==> src/rtl/mahf_pkg.sv <==
`timescale 1ns / 1ps

package mahf_pkg;

    localparam int BUFFER_BYTES_DEF = 65536;
    localparam int TAG_WINDOW_DEF   = 1024;

    localparam logic [7:0]  SYNC_BYTE = 8'hFF;
    localparam logic [7:0]  SYNC_MASK = 8'hE0;
    localparam logic [31:0] TAG_XING  = 32'h5869_6E67;
    localparam logic [31:0] TAG_INFO  = 32'h496E_666F;

    localparam logic [1:0]  VER_25     = 2'd0;
    localparam logic [1:0]  VER_RSVD   = 2'd1;
    localparam logic [1:0]  VER_2      = 2'd2;
    localparam logic [1:0]  VER_1      = 2'd3;
    localparam logic [1:0]  LAYER_RSVD = 2'd0;
    localparam logic [1:0]  RATE_RSVD  = 2'd3;
    localparam logic [1:0]  MODE_MONO  = 2'd3;
    localparam logic [3:0]  BRI_FREE   = 4'd0;
    localparam logic [3:0]  BRI_BAD    = 4'd15;

    localparam logic [10:0] SPF_MPEG1  = 11'd1152;
    localparam logic [10:0] SPF_MPEG2  = 11'd576;
    localparam logic [3:0]  TAG_BYTES  = 4'd8;
    localparam int          FLAG_BIT   = 32;

    typedef struct packed {
        logic        valid;
        logic [8:0]  bitrate;
        logic [15:0] sample_rate;
        logic [1:0]  channels;
        logic [10:0] spf;
    } t_hdr_info;

    typedef struct packed {
        logic        seen;
        logic [31:0] frames;
    } t_tag_stat;

    function automatic logic [8:0] kbps_lookup(input logic [3:0] idx);
        logic [8:0] v;
        case (idx)
            4'd1:    v = 9'd32;
            4'd2:    v = 9'd40;
            4'd3:    v = 9'd48;
            4'd4:    v = 9'd56;
            4'd5:    v = 9'd64;
            4'd6:    v = 9'd80;
            4'd7:    v = 9'd96;
            4'd8:    v = 9'd112;
            4'd9:    v = 9'd128;
            4'd10:   v = 9'd160;
            4'd11:   v = 9'd192;
            4'd12:   v = 9'd224;
            4'd13:   v = 9'd256;
            4'd14:   v = 9'd320;
            default: v = 9'd0;
        endcase
        return v;
    endfunction

    function automatic logic [15:0] hz_lookup(input logic [1:0] idx);
        logic [15:0] v;
        case (idx)
            2'd0:    v = 16'd44100;
            2'd1:    v = 16'd48000;
            2'd2:    v = 16'd32000;
            default: v = 16'd0;
        endcase
        return v;
    endfunction

endpackage

==> src/rtl/mahf_hdr_decode.sv <==
`timescale 1ns / 1ps

module mahf_hdr_decode (
    input  logic [31:0]         i_win,
    output mahf_pkg::t_hdr_info o_hdr
);
    import mahf_pkg::*;

    logic [7:0]  w_b0, w_b1, w_b2, w_b3;
    logic [1:0]  w_ver, w_lay, w_rti;
    logic [3:0]  w_bri;
    logic [15:0] w_hz;

    assign w_b0  = i_win[31:24];
    assign w_b1  = i_win[23:16];
    assign w_b2  = i_win[15:8];
    assign w_b3  = i_win[7:0];
    assign w_ver = w_b1[4:3];
    assign w_lay = w_b1[2:1];
    assign w_bri = w_b2[7:4];
    assign w_rti = w_b2[3:2];
    assign w_hz  = hz_lookup(w_rti);

    always_comb begin
        o_hdr.valid = (w_b0 == SYNC_BYTE) && ((w_b1 & SYNC_MASK) == SYNC_MASK)
                   && (w_ver != VER_RSVD) && (w_lay != LAYER_RSVD)
                   && (w_bri != BRI_FREE) && (w_bri != BRI_BAD)
                   && (w_rti != RATE_RSVD);
        o_hdr.bitrate = kbps_lookup(w_bri);
        case (w_ver)
            VER_2:   o_hdr.sample_rate = w_hz >> 1;
            VER_25:  o_hdr.sample_rate = w_hz >> 2;
            default: o_hdr.sample_rate = w_hz;
        endcase
        o_hdr.channels = (w_b3[7:6] == MODE_MONO) ? 2'd1 : 2'd2;
        o_hdr.spf      = (w_ver == VER_1) ? SPF_MPEG1 : SPF_MPEG2;
    end

endmodule

==> src/rtl/mahf_tag_scan.sv <==
`timescale 1ns / 1ps

module mahf_tag_scan (
    input  logic                i_clk,
    input  logic                i_rst_n,
    input  logic                i_step,
    input  logic                i_clear,
    input  logic                i_scan,
    input  logic [31:0]         i_tag,
    input  logic [31:0]         i_win,
    input  logic [7:0]          i_byte,
    output mahf_pkg::t_tag_stat o_stat
);
    import mahf_pkg::*;

    logic        r_seen, n_seen;
    logic [3:0]  r_cnt, n_cnt;
    logic [63:0] r_words, n_words;

    always_comb begin
        n_seen  = r_seen;
        n_cnt   = r_cnt;
        n_words = r_words;
        if (i_scan) begin
            // capture starts on the byte after the tag's last letter
            if (r_seen && (r_cnt < TAG_BYTES)) begin
                n_words = {r_words[55:0], i_byte};
                n_cnt   = r_cnt + 4'd1;
            end
            if (!r_seen && (i_win == i_tag)) begin
                n_seen = 1'b1;
            end
        end
    end

    // status reflects the state after the current item
    always_comb begin
        o_stat.seen   = n_seen;
        o_stat.frames = ((n_cnt == TAG_BYTES) && n_words[FLAG_BIT]) ? n_words[31:0] : 32'd0;
    end

    always_ff @(posedge i_clk) begin
        if (!i_rst_n) begin
            r_seen  <= 1'b0;
            r_cnt   <= 4'd0;
            r_words <= 64'd0;
        end else if (i_step) begin
            if (i_clear) begin
                r_seen  <= 1'b0;
                r_cnt   <= 4'd0;
                r_words <= 64'd0;
            end else begin
                r_seen  <= n_seen;
                r_cnt   <= n_cnt;
                r_words <= n_words;
            end
        end
    end

endmodule

==> src/rtl/mpeg_audio_header_finder.sv <==
`timescale 1ns / 1ps
// Channel       Dir  Handshake                     Payload
// s_axis        in   s_axis_tvalid/s_axis_tready   tdata: data_byte; tlast: last
// m_axis        out  m_axis_tvalid/m_axis_tready   tuser: found; tdata: result fields
// cfg           in   i_cfg_we                      i_cfg_wdata: start_offset
//
// One byte per cycle unless a last byte waits on a stalled result: an input
// register feeds the header decode and tag compare, and the result register is
// loaded from the input register on the byte marked last.
// Reset (synchronous, active low) clears start_offset and the parse and valid state.
// A stalled result holds only a last byte; other bytes keep flowing.

module mpeg_audio_header_finder #(
    parameter int BUFFER_BYTES = mahf_pkg::BUFFER_BYTES_DEF,
    parameter int TAG_WINDOW   = mahf_pkg::TAG_WINDOW_DEF
) (
    input  logic        i_clk,
    input  logic        i_rst_n,
    input  logic        s_axis_tvalid,
    output logic        s_axis_tready,
    input  logic [7:0]  s_axis_tdata,  // [7:0] data_byte
    input  logic        s_axis_tlast,  // last
    output logic        m_axis_tvalid,
    input  logic        m_axis_tready,
    output logic [87:0] m_axis_tdata,  // [15:0] header_position, [24:16] bitrate_kbps,
                                       // [40:25] sample_rate_hz, [42:41] channel_count,
                                       // [53:43] samples_per_frame, [85:54] frame_count,
                                       // [87:86] zero
    output logic        m_axis_tuser,  // found
    input  logic        i_cfg_we,
    input  logic [15:0] i_cfg_wdata    // start_offset
);
    import mahf_pkg::*;

    localparam int HW = $clog2(BUFFER_BYTES);
    localparam int PW = HW + 1;

    logic [15:0]   r_start_offset;

    logic          r_in_valid;
    logic [7:0]    r_in_byte;
    logic          r_in_last;

    logic [PW-1:0] r_pos, n_pos;
    logic [23:0]   r_recent, n_recent;
    logic          r_hdr_seen, n_hdr_seen;
    logic [HW-1:0] r_hdr_start, n_hdr_start;
    logic [8:0]    r_bitrate, n_bitrate;
    logic [15:0]   r_hz, n_hz;
    logic [1:0]    r_ch, n_ch;
    logic [10:0]   r_spf, n_spf;

    logic          r_out_valid;
    logic          r_out_found;
    logic [87:0]   r_out_data;

    logic          w_take;
    logic          w_in_buf;
    logic          w_scan;
    logic          w_try;
    logic [31:0]   w_win;
    logic [PW-1:0] w_dist;
    logic [31:0]   w_frames;
    t_hdr_info     w_hdr;
    t_tag_stat     w_xing, w_info;

    assign w_take        = r_in_valid && (!r_in_last || !r_out_valid || m_axis_tready);
    assign s_axis_tready = !r_in_valid || w_take;

    assign w_win    = {r_recent, r_in_byte};
    assign w_in_buf = 32'(r_pos) < 32'(BUFFER_BYTES);
    assign w_dist   = r_pos - PW'(r_hdr_start);
    assign w_scan   = w_in_buf && r_hdr_seen && (32'(w_dist) < 32'(TAG_WINDOW));
    assign w_try    = w_in_buf && !r_hdr_seen
                   && (32'(r_pos) >= (32'(r_start_offset) + 32'd3));

    mahf_hdr_decode u_decode (
        .i_win (w_win),
        .o_hdr (w_hdr)
    );

    mahf_tag_scan u_xing (
        .i_clk   (i_clk),
        .i_rst_n (i_rst_n),
        .i_step  (w_take),
        .i_clear (r_in_last),
        .i_scan  (w_scan),
        .i_tag   (TAG_XING),
        .i_win   (w_win),
        .i_byte  (r_in_byte),
        .o_stat  (w_xing)
    );

    mahf_tag_scan u_info (
        .i_clk   (i_clk),
        .i_rst_n (i_rst_n),
        .i_step  (w_take),
        .i_clear (r_in_last),
        .i_scan  (w_scan),
        .i_tag   (TAG_INFO),
        .i_win   (w_win),
        .i_byte  (r_in_byte),
        .o_stat  (w_info)
    );

    always_comb begin
        n_pos       = r_pos;
        n_recent    = r_recent;
        n_hdr_seen  = r_hdr_seen;
        n_hdr_start = r_hdr_start;
        n_bitrate   = r_bitrate;
        n_hz        = r_hz;
        n_ch        = r_ch;
        n_spf       = r_spf;
        if (w_in_buf) begin
            n_pos    = r_pos + PW'(1);
            n_recent = w_win[23:0];
        end
        if (w_try && w_hdr.valid) begin
            n_hdr_seen  = 1'b1;
            n_hdr_start = HW'(r_pos - PW'(3));
            n_bitrate   = w_hdr.bitrate;
            n_hz        = w_hdr.sample_rate;
            n_ch        = w_hdr.channels;
            n_spf       = w_hdr.spf;
        end
    end

    // Xing wins whenever seen, even with its flag clear
    always_comb begin
        if (w_xing.seen) begin
            w_frames = w_xing.frames;
        end else if (w_info.seen) begin
            w_frames = w_info.frames;
        end else begin
            w_frames = 32'd0;
        end
    end

    always_ff @(posedge i_clk) begin
        if (!i_rst_n) begin
            r_start_offset <= 16'd0;
        end else if (i_cfg_we) begin
            r_start_offset <= i_cfg_wdata;
        end
    end

    always_ff @(posedge i_clk) begin
        if (!i_rst_n) begin
            r_in_valid <= 1'b0;
        end else if (s_axis_tready) begin
            r_in_valid <= s_axis_tvalid;
        end
    end

    always_ff @(posedge i_clk) begin
        if (s_axis_tready && s_axis_tvalid) begin
            r_in_byte <= s_axis_tdata;
            r_in_last <= s_axis_tlast;
        end
    end

    always_ff @(posedge i_clk) begin
        if (!i_rst_n) begin
            r_pos       <= '0;
            r_recent    <= 24'd0;
            r_hdr_seen  <= 1'b0;
            r_hdr_start <= '0;
            r_bitrate   <= 9'd0;
            r_hz        <= 16'd0;
            r_ch        <= 2'd0;
            r_spf       <= 11'd0;
        end else if (w_take) begin
            if (r_in_last) begin
                // start a new buffer after the result
                r_pos       <= '0;
                r_recent    <= 24'd0;
                r_hdr_seen  <= 1'b0;
                r_hdr_start <= '0;
                r_bitrate   <= 9'd0;
                r_hz        <= 16'd0;
                r_ch        <= 2'd0;
                r_spf       <= 11'd0;
            end else begin
                r_pos       <= n_pos;
                r_recent    <= n_recent;
                r_hdr_seen  <= n_hdr_seen;
                r_hdr_start <= n_hdr_start;
                r_bitrate   <= n_bitrate;
                r_hz        <= n_hz;
                r_ch        <= n_ch;
                r_spf       <= n_spf;
            end
        end
    end

    always_ff @(posedge i_clk) begin
        if (!i_rst_n) begin
            r_out_valid <= 1'b0;
        end else if (w_take && r_in_last) begin
            r_out_valid <= 1'b1;
        end else if (m_axis_tready) begin
            r_out_valid <= 1'b0;
        end
    end

    always_ff @(posedge i_clk) begin
        if (w_take && r_in_last) begin
            r_out_found <= n_hdr_seen;
            if (n_hdr_seen) begin
                r_out_data <= {2'b00, w_frames, n_spf, n_ch, n_hz, n_bitrate,
                               16'(n_hdr_start)};
            end else begin
                r_out_data <= 88'd0;
            end
        end
    end

    assign m_axis_tvalid = r_out_valid;
    assign m_axis_tuser  = r_out_found;
    assign m_axis_tdata  = r_out_data;

    a_no_found_zero: assert property (@(posedge i_clk) disable iff (!i_rst_n)
        (m_axis_tvalid && !m_axis_tuser) |-> (m_axis_tdata == 88'd0))
        else $error("result without header carries nonzero fields");

    a_result_from_last: assert property (@(posedge i_clk) disable iff (!i_rst_n)
        $rose(m_axis_tvalid) |-> $past(w_take && r_in_last))
        else $error("result appeared without a last byte");

    a_pos_bound: assert property (@(posedge i_clk) disable iff (!i_rst_n)
        32'(r_pos) <= 32'(BUFFER_BYTES))
        else $error("byte position ran past the buffer size");

    a_hdr_behind_pos: assert property (@(posedge i_clk) disable iff (!i_rst_n)
        r_hdr_seen |-> ((32'(r_hdr_start) + 32'd3) < 32'(r_pos)))
        else $error("header start not behind the current position");

    a_stall_holds_last: assert property (@(posedge i_clk) disable iff (!i_rst_n)
        (r_in_valid && r_in_last && m_axis_tvalid && !m_axis_tready) |-> !w_take)
        else $error("last byte consumed while result stalled");

endmodule

==> config.mk <==
export PLATFORM = sky130hd
export DESIGN_NAME = mpeg_audio_header_finder
export DESIGN_NICKNAME = d
export VERILOG_FILES = /design/src/rtl/mahf_pkg.sv /design/src/rtl/mahf_hdr_decode.sv /design/src/rtl/mahf_tag_scan.sv /design/src/rtl/mpeg_audio_header_finder.sv
export SDC_FILE = /design/constraint.sdc
export NUM_CORES = 1
export LEC_CHECK = 0
export BUFFER_PORTS_ARGS = -buffer_cell sky130_fd_sc_hd__buf_2
export CORE_ASPECT_RATIO = 0.9
export CORE_UTILIZATION = 39
export CTS_CLUSTER_SIZE = 20
export DETAILED_ROUTE_END_ITERATION = 6
export GPL_TIMING_DRIVEN = 0
export PLACE_DENSITY = 0.57
export SYNTH_ARGS = -nofsm -noshare
export SYNTH_HDL_FRONTEND = slang
export SYNTH_SLANG_ARGS = --single-unit
export TNS_END_PERCENT = 20
==> constraint.sdc <==
create_clock -name i_clk -period 5.3 [get_ports i_clk]
set_clock_uncertainty 0.05 [all_clocks]
set_input_delay 0.795 -clock i_clk [delete_from_list [all_inputs] [get_ports i_clk]]
set_output_delay 0.795 -clock i_clk [all_outputs]
set_load 0.03 [all_outputs]
== After elaboration in Yosys (flattened, before gate mapping) ==
Memory sizes are Yosys's and may differ from the RTL's. A register that Yosys moved wholly into a read port is not among the register bits.
Cells that the tools add are included.

* $add $sub $neg: 6
* $lt $le $gt $ge: 5
* Equality and inequality tests: 14
* Mux-type cells: 46
* Reduce and logical (&&, ||, !) cells: 36

{| class="wikitable"
|+ Operator list
! cell !! count
|-
| $mux W40 || 6
|-
| $mux W32 || 4
|-
| $eq A32 B31 Y1 const B || 2
|-
| $mux W16 || 4
|-
| $mux W24 || 2
|-
| $pmux W16 S3 || 1
|-
| $mux W17 || 2
|-
| $mux W11 || 3
|-
| $mux W4 || 8
|-
| $pmux W16 S2 || 1
|-
| $logic_and A1 B1 Y1 || 20
|-
| $mux W9 || 2
|-
| $add A16 B2 Y17 const B || 1
|-
| $add A17 B1 Y17 const B || 1
|-
| $ge A17 B17 Y1 || 1
|-
| $lt A17 B11 Y1 const B || 1
|-
| $lt A17 B17 Y1 const B || 1
|-
| $sub A17 B16 Y17 || 1
|-
| $sub A16 B2 Y16 const B || 1
|-
| $mux W1 || 10
|-
| $add A4 B1 Y4 const B || 2
|-
| $eq A2 B2 Y1 const B || 4
|-
| $eq A4 B4 Y1 const B || 2
|-
| $eq A8 B8 Y1 const B || 1
|-
| 13 further kinds || 26
|}

* Bits in registers: 288
* Bits in read-only memories: 96
* Input port bits: 30
* Word-level logic and storage cells: 130
* Memories: 1

{| class="wikitable"
|+ Memories
! memory !! words !! width !! rd ports !! clocked after memory_dff !! wr ports !! line !! source
|-
| (name not given) || 16 || 6 || 1 || 1 || 0 || mahf_pkg.sv:43 || <nowiki>case (idx)</nowiki>
|}

== Depth between registers and ports, before layout ==
Gate-level depths: netlist (run 1).

* Depth after elaboration: 10
* Gate-level depth with buffers: 17

== Modules after synthesis ==
A second synthesis (run 1) with hierarchy kept.

* Cell total of the unflattened synthesis: 1536
* Area total of the unflattened synthesis: 14919.3 µm²

{| class="wikitable"
|+ By module, submodules not included
! module !! times used !! cells an instance !! area an instance (µm²) !! sequential area each (µm²)
|-
| mpeg_audio_header_finder || 1 || 840 || 9317.7 || 5165.0
|-
| mahf_tag_scan || 2 || 300 || 2476.1 || 760.7
|-
| mahf_hdr_decode || 1 || 96 || 649.4 || 0.0
|}

== Worst setup path before layout (run 1) ==
No wires, ideal clock.

* Path kind: reg2reg
* Start point: reg r_start_offset[0]
* End point: reg r_out_data[57] (netlist: m_axis_tdata[57]) (data pin)
* Library setup time: 0.264 ns
* Data arrival time: 3.416 ns
* Data required time: 4.986 ns
* Path slack: 1.570 ns
* Cell stages (with the launch flop): 18
* Clock period less this slack: 3.730 ns
* Cells stage by stage: dfxtp_1 > inv_1 > ha_1 > nor3_1 > nand3_1 > xor2_1 > ha_1 > a21oi_1 > o21ai_0 > a211o_1 > a21oi_1 > a21oi_1 > nor3_1 > clkbuf_1 > nand4bb_1 > buf_4 > buf_2 > o22ai_1

* Cells in the longest elaborated chain, start to end: 5

{| class="wikitable"
|+ Ends and longest elaborated chain
! item !! line !! source
|-
| start: declaration || mpeg_audio_header_finder.sv:38 || <nowiki>logic [15:0] r_start_offset;</nowiki>
|-
| start signal: assignment || mpeg_audio_header_finder.sv:144 || <nowiki>r_start_offset <= i_cfg_wdata;</nowiki>
|-
| $add A16 B2 Y17 || mpeg_audio_header_finder.sv:75 || <nowiki>&& (32'(r_pos) >= (32'(r_start_offset) + 32'd3));</nowiki>
|-
| $ge A17 B17 Y1 || mpeg_audio_header_finder.sv:75 ||
|-
| $logic_and A1 B1 Y1 || mpeg_audio_header_finder.sv:75 ||
|-
| $logic_and A1 B1 Y1 || mpeg_audio_header_finder.sv:119 || <nowiki>if (w_try && w_hdr.valid) begin</nowiki>
|-
| $mux W1 || mpeg_audio_header_finder.sv:119 ||
|-
| end signal: assignment || mpeg_audio_header_finder.sv:211 || <nowiki>r_out_data <= {2'b00, w_frames, n_spf, n_ch, n_hz, n_bitrate,</nowiki>
|-
| end: declaration || mpeg_audio_header_finder.sv:55 || <nowiki>logic [87:0] r_out_data;</nowiki>
|}

No other way between the ends.
A chain may end at the register's enable or synchronous reset.

== Worst setup path in the final report (run 1) ==
* Start point: reg r_start_offset[0]
* End point: reg r_hz[6]

* Cells in the longest elaborated chain, start to end: 6

{| class="wikitable"
|+ Ends and longest elaborated chain
! item !! line !! source
|-
| $add A16 B2 Y17 || mpeg_audio_header_finder.sv:75 ||
|-
| $ge A17 B17 Y1 || mpeg_audio_header_finder.sv:75 ||
|-
| $logic_and A1 B1 Y1 || mpeg_audio_header_finder.sv:75 ||
|-
| $logic_and A1 B1 Y1 || mpeg_audio_header_finder.sv:119 ||
|-
| $mux W16 || mpeg_audio_header_finder.sv:119 ||
|-
| $mux W16 || mpeg_audio_header_finder.sv:174 || <nowiki>if (r_in_last) begin</nowiki>
|-
| end signal: assignment || mpeg_audio_header_finder.sv:190 || <nowiki>r_hz <= n_hz;</nowiki>
|-
| end: declaration || mpeg_audio_header_finder.sv:49 || <nowiki>logic [15:0] r_hz, n_hz;</nowiki>
|}

No other way between the ends.

==> flow_metrics.py, run 1 <==
metrics = {
    "sta": {
        "fmax_ghz": 0.206,
        "relSlewSlack_pct": 23.1,
        "tightest_slew_ns": 1.15,
        "hold_violations": 0,
        "fin_setup_tns_ns": 0,
        "setup_violations": 0,
        "finalCriticalPeriod_ns": 4.85,
        "drv_slew": 0,
        "post-route-period-util_pct": 91.6,
        "rsz0062_at_grt": "no",
    },
    "routing": {
        "wl_met1_um": 18300,
        "ant_nets": 0,
        "drtIter0Drc": 743,
        "drcViolationCount": 0,
        "firstDrtPassIters": 5,
        "via_per_inst": 5.29,
        "vias": 10600,
        "wire_per_inst_um": 18.1,
        "met2WireLength_um": 15600,
        "dr.max_layer_used": "met4",
        "wl_um": 36400,
        "met3_length_um": 1820,
    },
    "logic_synthesis": {
        "synthAdderAreaFrac_pct": 4.16,
        "ys_types": 70,
        "synth-simple-area-share_pct": 17.0,
        "synth_top_area_cell": "dfxtp_1",
        "synth_top_flop_cell": "dfxtp_1",
        "synth.avg_cell_area_sq_um": 10.1,
        "synthArstFlopShare_pct": 0,
        "yosys_warnings": 0,
        "synth_area_leaders": "dfxtp_1, edfxtp_1, mux2i_1",
        "synthXorXnorAreaFrac_pct": 2.85,
        "synth-seq-cells": 292,
        "synth_compound_area_share_pct": 17.0,
        "syn-instance-count": 1365,
        "synth.cell_area_sq_um": 13800,
        "yosys-mux-area-fraction_pct": 5.93,
        "synth_edf_count": 96,
        "yosysTopAreaCellShare_pct": 28.4,
        "yosysSeqAreaShare_pct": 49.2,
        "synth_top_family_by_area": "compound AO/OA/AOI/OAI gates",
    },
    "setup_path": {
        "end_kind": "flip-flop",
        "cp.required_ns": 5.68,
        "critPathKind": "flip-flop to flip-flop",
        "cp_num_cells": 17,
        "cp.arrival_ns": 5.23,
        "r2r_cells": 17,
        "critical_path.slowest_cell": "o31ai_1",
        "path_cells": "inv_1, ha_1, nor3_1, nand3_1, xor2_1, ha_1, a21oi_1, o21ai_0, a211o_1, a21oi_1, a21oi_1, o31ai_1, and2_1, clkbuf_1, clkbuf_1, nand2_1, o31ai_1",
        "cpPeakStageDelay_ns": 0.72,
        "path_common_cell": "a21oi_1",
        "crit_family": "compound AO/OA/AOI/OAI gates",
        "cp_num_buf_inv": 3,
        "crit_fanout": 10,
        "cp-start-kind": "flip-flop",
    },
    "die": {
        "num_rows": 65,
        "dieHeight_um": 181,
        "die_w_um": 201,
        "io_pins": 121,
        "core_area_sq_um": 35000,
        "start_util_pct": 39.6,
        "die-area_sq_um": 36200,
    },
    "clock_tree": {
        "hold_buffers": 0,
        "cts_setup_buffers": 0,
        "clk_latency_ns": 0.52,
        "clk_pin_slew_ns": 0.06,
        "cts_buffers": 34,
        "cts_tree": "done",
        "clock-sinks": 292,
        "cts_max_path_buffers": 3,
        "cts-resized-gates": 0,
        "cts-root-buf": "clkbuf_16",
        "cts-htree-levels": 2,
    },
    "place": {
        "place.gp.congestion": 0.912,
        "placedInstanceArea_sq_um": 15000,
        "place_inst": 1952,
        "portBuffers": 116,
        "dp_hpwl_um": 26900,
    },
    "flow_run": {
        "max-cap-violations": 0,
    },
    "global_routing": {
        "grt_pass1_vias": 10000,
        "grt_overflow": 0,
        "antenna_found_initial": 1,
        "grt_max_degree": 46,
        "grt.total_usage_pct": 19.7,
        "grt_first_pass_wirelength_um": 56500,
    },
    "layout": {
        "finalNetCount": 1595,
        "drive_gt1_share_pct": 13.9,
        "areaGrowthSynthToFinish_pct": 16.7,
        "antenna_cells": 0,
        "final_cell_area_sq_um": 16100,
        "final_cells": 2013,
    },
    "power": {
        "vdd_drop_max_uv": 162,
        "power.density_nw_per_um2": 299,
        "leakagePower_uw": 0.00608,
    },
    "status": {
        "status": "finished clean",
    },
    "min_path": {
        "min_path_type": "flip-flop to flip-flop",
        "hold_depth": 2,
    },
}
## cell families (layout without fill, tap and decap cells)
logic type / Yosys count / in the layout
compound gates: 328 / 328
xor+xnor: 45 / 45
fa+ha+maj: 46 / 46
buf+inv: 126 / 304
flops: 292 / 292
mux: 82 / 82
other cells: 1 / 2
simple gates: 445 / 445
## metal layers
metal | up-vias | GRT usage (%)
met2 | 254 | 29.7
met4 | 0 | 4.61
met1 | 5074 | 29.3
met5 | - | 0
met3 | 54 | 3.15
li1 | 5265 | -
## power by group
group	internal (uW)	switching, uW
logic	66.0	120
clock network	1360	933
registers	2330	27.8
## worst paths after layout
path / from / to / slack (ns)
worst min-delay path: r_hz[4] / r_hz[4] / 0.39
worst min register to register: r_hz[4] / r_hz[4] / 0.39
worst max register to register: r_start_offset[0] / r_hz[6] / 0.45
worst max-delay path: r_start_offset[0] / r_hz[6] / 0.45
## synth_stat cells, types with 5 or more instances
library cell  number
a22oi_1           95
clkbuf_1          78
nor2b_1          119
o31ai_1            7
nand4_1           17
nor4_1             5
nor3_1            18
a21oi_1           28
or4_1              8
xnor2_1           18
o22ai_1            8
nand2_1          131
and2_1            20
nand2b_1           6
nand3_1           22
mux2i_1           82
ha_1              46
nor2_1            53
o21ai_0           80
a21boi_0          11
dfxtp_1          196
edfxtp_1          96
o21a_1             7
a211o_1            6
o22ai_2           20
a21o_1             5
and3_1            19
inv_1             35
xor2_1            27
and4_1             7
a22o_1            25
## worst reg2reg max path, delay by kind of cell (launching register included)
kind | cells | cell delay [ns]
DFF | 1 | 0.35
and+or+nand+nor | 4 | 0.92
xor gates and xnor gates | 1 | 0.17
buffers and inverters | 3 | 0.86
adders and majority gates | 2 | 0.58
AOI/OAI and AO/OA | 7 | 1.85
## cell usage in the layout (no fill, tap or decap), types with 46 or more instances in the layout
| cell type | count |
|---|---|
| dfxtp_1 | 196 |
| buf_2 | 118 |
| mux2i_1 | 82 |
| nor2_1 | 53 |
| a22oi_1 | 95 |
| edfxtp_1 | 96 |
| ha_1 | 46 |
| nor2b_1 | 119 |
| nand2_1 | 131 |
| o21ai_0 | 80 |
| clkbuf_1 | 84 |
## flip-flops by register name, indices dropped and copies added, names as in the netlist
| register | flops |
|---|---|
| m_axis_tvalid | 1 |
| r_hz | 16 |
| m_axis_tuser | 1 |
| u_xing.r_seen | 1 |
| r_recent | 24 |
| r_pos | 17 |
| r_in_valid | 1 |
| r_hdr_seen | 1 |
| u_decode.o_hdr | 6 |
| u_info.r_seen | 1 |
| r_start_offset | 16 |
| u_xing.r_cnt | 4 |
| r_ch | 2 |
| r_in_byte | 8 |
| u_info.r_words | 33 |
| r_spf | 11 |
| m_axis_tdata | 86 |
| u_xing.r_words | 33 |
| r_bitrate | 9 |
| r_in_last | 1 |
| r_hdr_start | 16 |
| u_info.r_cnt | 4 |
## stage by stage
stage / hold WS, ns / setup slack (ns) / utilization, % / power, uW
floorplan: 0.366 / 1.57 / - / 2520
global placement: 0.377 / 0.493 / 42.9 / 2580
detailed placement: 0.379 / 0.497 / 43.0 / 2590
CTS: 0.388 / 0.476 / 46.1 / 4880
global route: 0.402 / 0.106 / 46.1 / 4980
finish: 0.385 / 0.448 / 46.1 / 4830
## layout make-up
type,instances,area (sq um)
fillers,3395,18800
clock buffers,44,940
well taps,469,587
flip-flops and latches,292,6810
repair buffers,117,608
multi-input cells,948,6500
plain buffers,91,399
clock inverters,17,163
inverters,35,134
(Power assumes the default switching activity.)
==> run 2: changes to the inputs <==
--- a/config.mk
+++ b/config.mk
@@ -5,7 +5,7 @@
 export SDC_FILE = /design/constraint.sdc
 export NUM_CORES = 1
 export LEC_CHECK = 0
-export BUFFER_PORTS_ARGS = -buffer_cell sky130_fd_sc_hd__buf_2
+export BUFFER_PORTS_ARGS = -buffer_cell sky130_fd_sc_hd__buf_4
 export CORE_ASPECT_RATIO = 0.9
 export CORE_UTILIZATION = 39
 export CTS_CLUSTER_SIZE = 20
==> constraint.sdc (replaced) <==
create_clock -name i_clk -period 5.2 [get_ports i_clk]
set_clock_uncertainty 0.05 [all_clocks]
set_input_delay 0.78 -clock i_clk [delete_from_list [all_inputs] [get_ports i_clk]]
set_output_delay 0.78 -clock i_clk [all_outputs]
set_load 0.03 [all_outputs]
==> flow_metrics.py, run 2 (same netlist as run 1, synthesis figures left out) <==
metrics = {
    "global_routing": {
        "antenna_found_initial": 1,
        "grt_max_degree": 48,
        "grt_first_pass_wirelength_um": 58000,
        "grt.total_usage_pct": 20.2,
        "grt_pass1_vias": 10100,
        "grt_overflow": 0,
    },
    "layout": {
        "n_fill_cell": 3339,
        "seqCellArea_sq_um": 6810,
        "final_cell_mix": "dfxtp_1, nand2_1, buf_4",
        "antenna_cells": 0,
        "final_cell_area_sq_um": 16400,
        "largest_register_ffs": 86,
        "drive_gt1_share_pct": 13.5,
        "final_common_cell": "dfxtp_1",
        "areaGrowthSynthToFinish_pct": 18.7,
        "finalNetCount": 1595,
        "multi_input_comb_area_sq_um": 6510,
        "final_cells": 2014,
    },
    "setup_path": {
        "path_common_cell": "a21oi_1",
        "cp-start-kind": "flip-flop",
        "cp.arrival_ns": 5.05,
        "cpPeakStageDelay_ns": 0.48,
        "path_cells": "inv_1, ha_1, nor3_1, nand3_1, xor2_1, ha_1, a21oi_1, o21ai_0, a211o_1, a21oi_1, a21oi_1, nor3_1, clkbuf_1, nand4bb_1, buf_4, buf_2, o22ai_1",
        "critical_path.slowest_cell": "nor3_1",
        "end_kind": "flip-flop",
        "cp.required_ns": 5.40,
        "crit_fanout": 10,
        "critPathKind": "flip-flop to flip-flop",
    },
    "status": {
        "status": "finished clean",
    },
    "sta": {
        "tightest_slew_ns": 1.22,
        "post-route-period-util_pct": 93.3,
        "relSlewSlack_pct": 18.3,
        "setup_ws_ns": 0.349,
        "hold_violations": 0,
        "finalCriticalPeriod_ns": 4.85,
        "fin_setup_tns_ns": 0,
        "rsz0062_at_grt": "yes",
        "drv_slew": 0,
        "setup_violations": 0,
        "hold_slack_ns": 0.387,
        "fmax_ghz": 0.206,
    },
    "clock_tree": {
        "cts_tree": "done",
        "cts-htree-levels": 2,
        "cts_buffers": 34,
        "clock-sinks": 292,
        "cts_setup_buffers": 0,
        "cts_max_path_buffers": 3,
        "clk_pin_slew_ns": 0.06,
        "clk_latency_ns": 0.53,
        "cts-root-buf": "clkbuf_16",
    },
    "power": {
        "sequentialPowerShare_pct": 48.5,
        "pwr-share-clk_pct": 47.5,
        "p_int_uw": 3830,
        "sw_frac_of_total_pct": 22.5,
        "vdd_drop_max_uv": 238,
        "power.density_nw_per_um2": 301,
        "power.switching_uw": 1110,
        "p_comb_share_pct": 4.0,
        "leakagePower_uw": 0.00610,
    },
    "place": {
        "placedInstanceArea_sq_um": 15300,
        "place_inst": 1952,
        "dp_slack_ns": 0.346,
        "dp_hpwl_um": 27200,
        "place.gp.congestion": 0.904,
        "portBuffers": 116,
    },
    "routing": {
        "drcViolationCount": 0,
        "via_per_inst": 5.31,
        "firstDrtPassIters": 5,
        "wl_um": 36700,
        "wire_per_inst_um": 18.2,
        "drtIter0Drc": 719,
        "ant_nets": 0,
        "vias": 10700,
    },
    "die": {
        "start_util_pct": 39.6,
        "core_area_sq_um": 35000,
        "die-area_sq_um": 36200,
        "die_w_um": 201,
        "io_pins": 121,
        "dieHeight_um": 181,
        "num_rows": 65,
    },
    "flow_run": {
        "max-cap-violations": 0,
    },
    "min_path": {
        "min_path_type": "flip-flop to flip-flop",
    },
}
## run 2: cell count changes in the layout (fill, tap and decap cells not counted), moves of 2 or more
| cell | previous run | this run |
|---|---|---|
| clkinv_1 | 0 | 5 |
| clkbuf_1 | 84 | 86 |
| buf_4 | 4 | 120 |
| clkinv_8 | 2 | 0 |
| buf_2 | 118 | 2 |
| clkinv_2 | 11 | 5 |
## run 2: repair_timing
item	in CTS	in global routing
hold buffers	0	0
resized for setup	0	1
endpoints found under the setup margin	0	32
## run 2: per-layer routing
layer | vias to the layer above | wire (um) | GRT usage, %
met1 | 5096 | 18300 | 30.6
met2 | 296 | 15600 | 29.8
li1 | 5257 | - | -
met5 | - | 0 | 0
met3 | 49 | 2150 | 2.66
met4 | 0 | 733 | 5.44
## run 2: worst max-delay path, delay by kind of cell, from the launching register on
family | cells | cell delay, ns
adder cells (fa/ha/maj) | 2 | 0.56
AND/OR/NAND/NOR | 4 | 1.22
flip-flops | 1 | 0.36
XOR/XNOR | 1 | 0.16
buffers and inverters | 4 | 1.04
AO/OA/AOI/OAI | 6 | 1.19
## run 2: stage by stage
step           utilization [%]  power [uW]
5_1_grt                   47.0        5120
3_5_place_dp              43.8        2650
4_1_cts                   47.0        5000
6_report                  47.0        4950
3_3_place_gp              43.7        2640
2_1_floorplan                -        2560
## run 2: layout make-up
| cell class | instances | area share [%] |
|---|---|---|
| Clock buffer | 46 | 5.77 |
| Buffer | 91 | 2.43 |
| Clock inverter | 16 | 0.906 |
| Inverter | 35 | 0.815 |
| Sequential cell | 292 | 41.4 |
| Multi-Input combinational cell | 948 | 39.6 |
| Timing Repair Buffer | 117 | 5.47 |
| Tap cell | 469 | 3.57 |
## run 2: power by group through the flow
stage	Combinational, uW	Clock (uW)	Sequential, uW
global placement	193	0	2450
global route	218	2500	2400
detailed placement	198	0	2450
CTS	199	2400	2400
floorplan	120	0	2440
finish	198	2350	2400
## run 2: final timing paths
path                            slack, ns              start  cells past startpoint               end
worst max-delay path                 0.35  r_start_offset[0]                     17  m_axis_tdata[64]
worst min-delay path                 0.39            r_hz[4]                      2           r_hz[4]
worst max register to register       0.35  r_start_offset[0]                     17  m_axis_tdata[64]
worst min register to register       0.39            r_hz[4]                      2           r_hz[4]
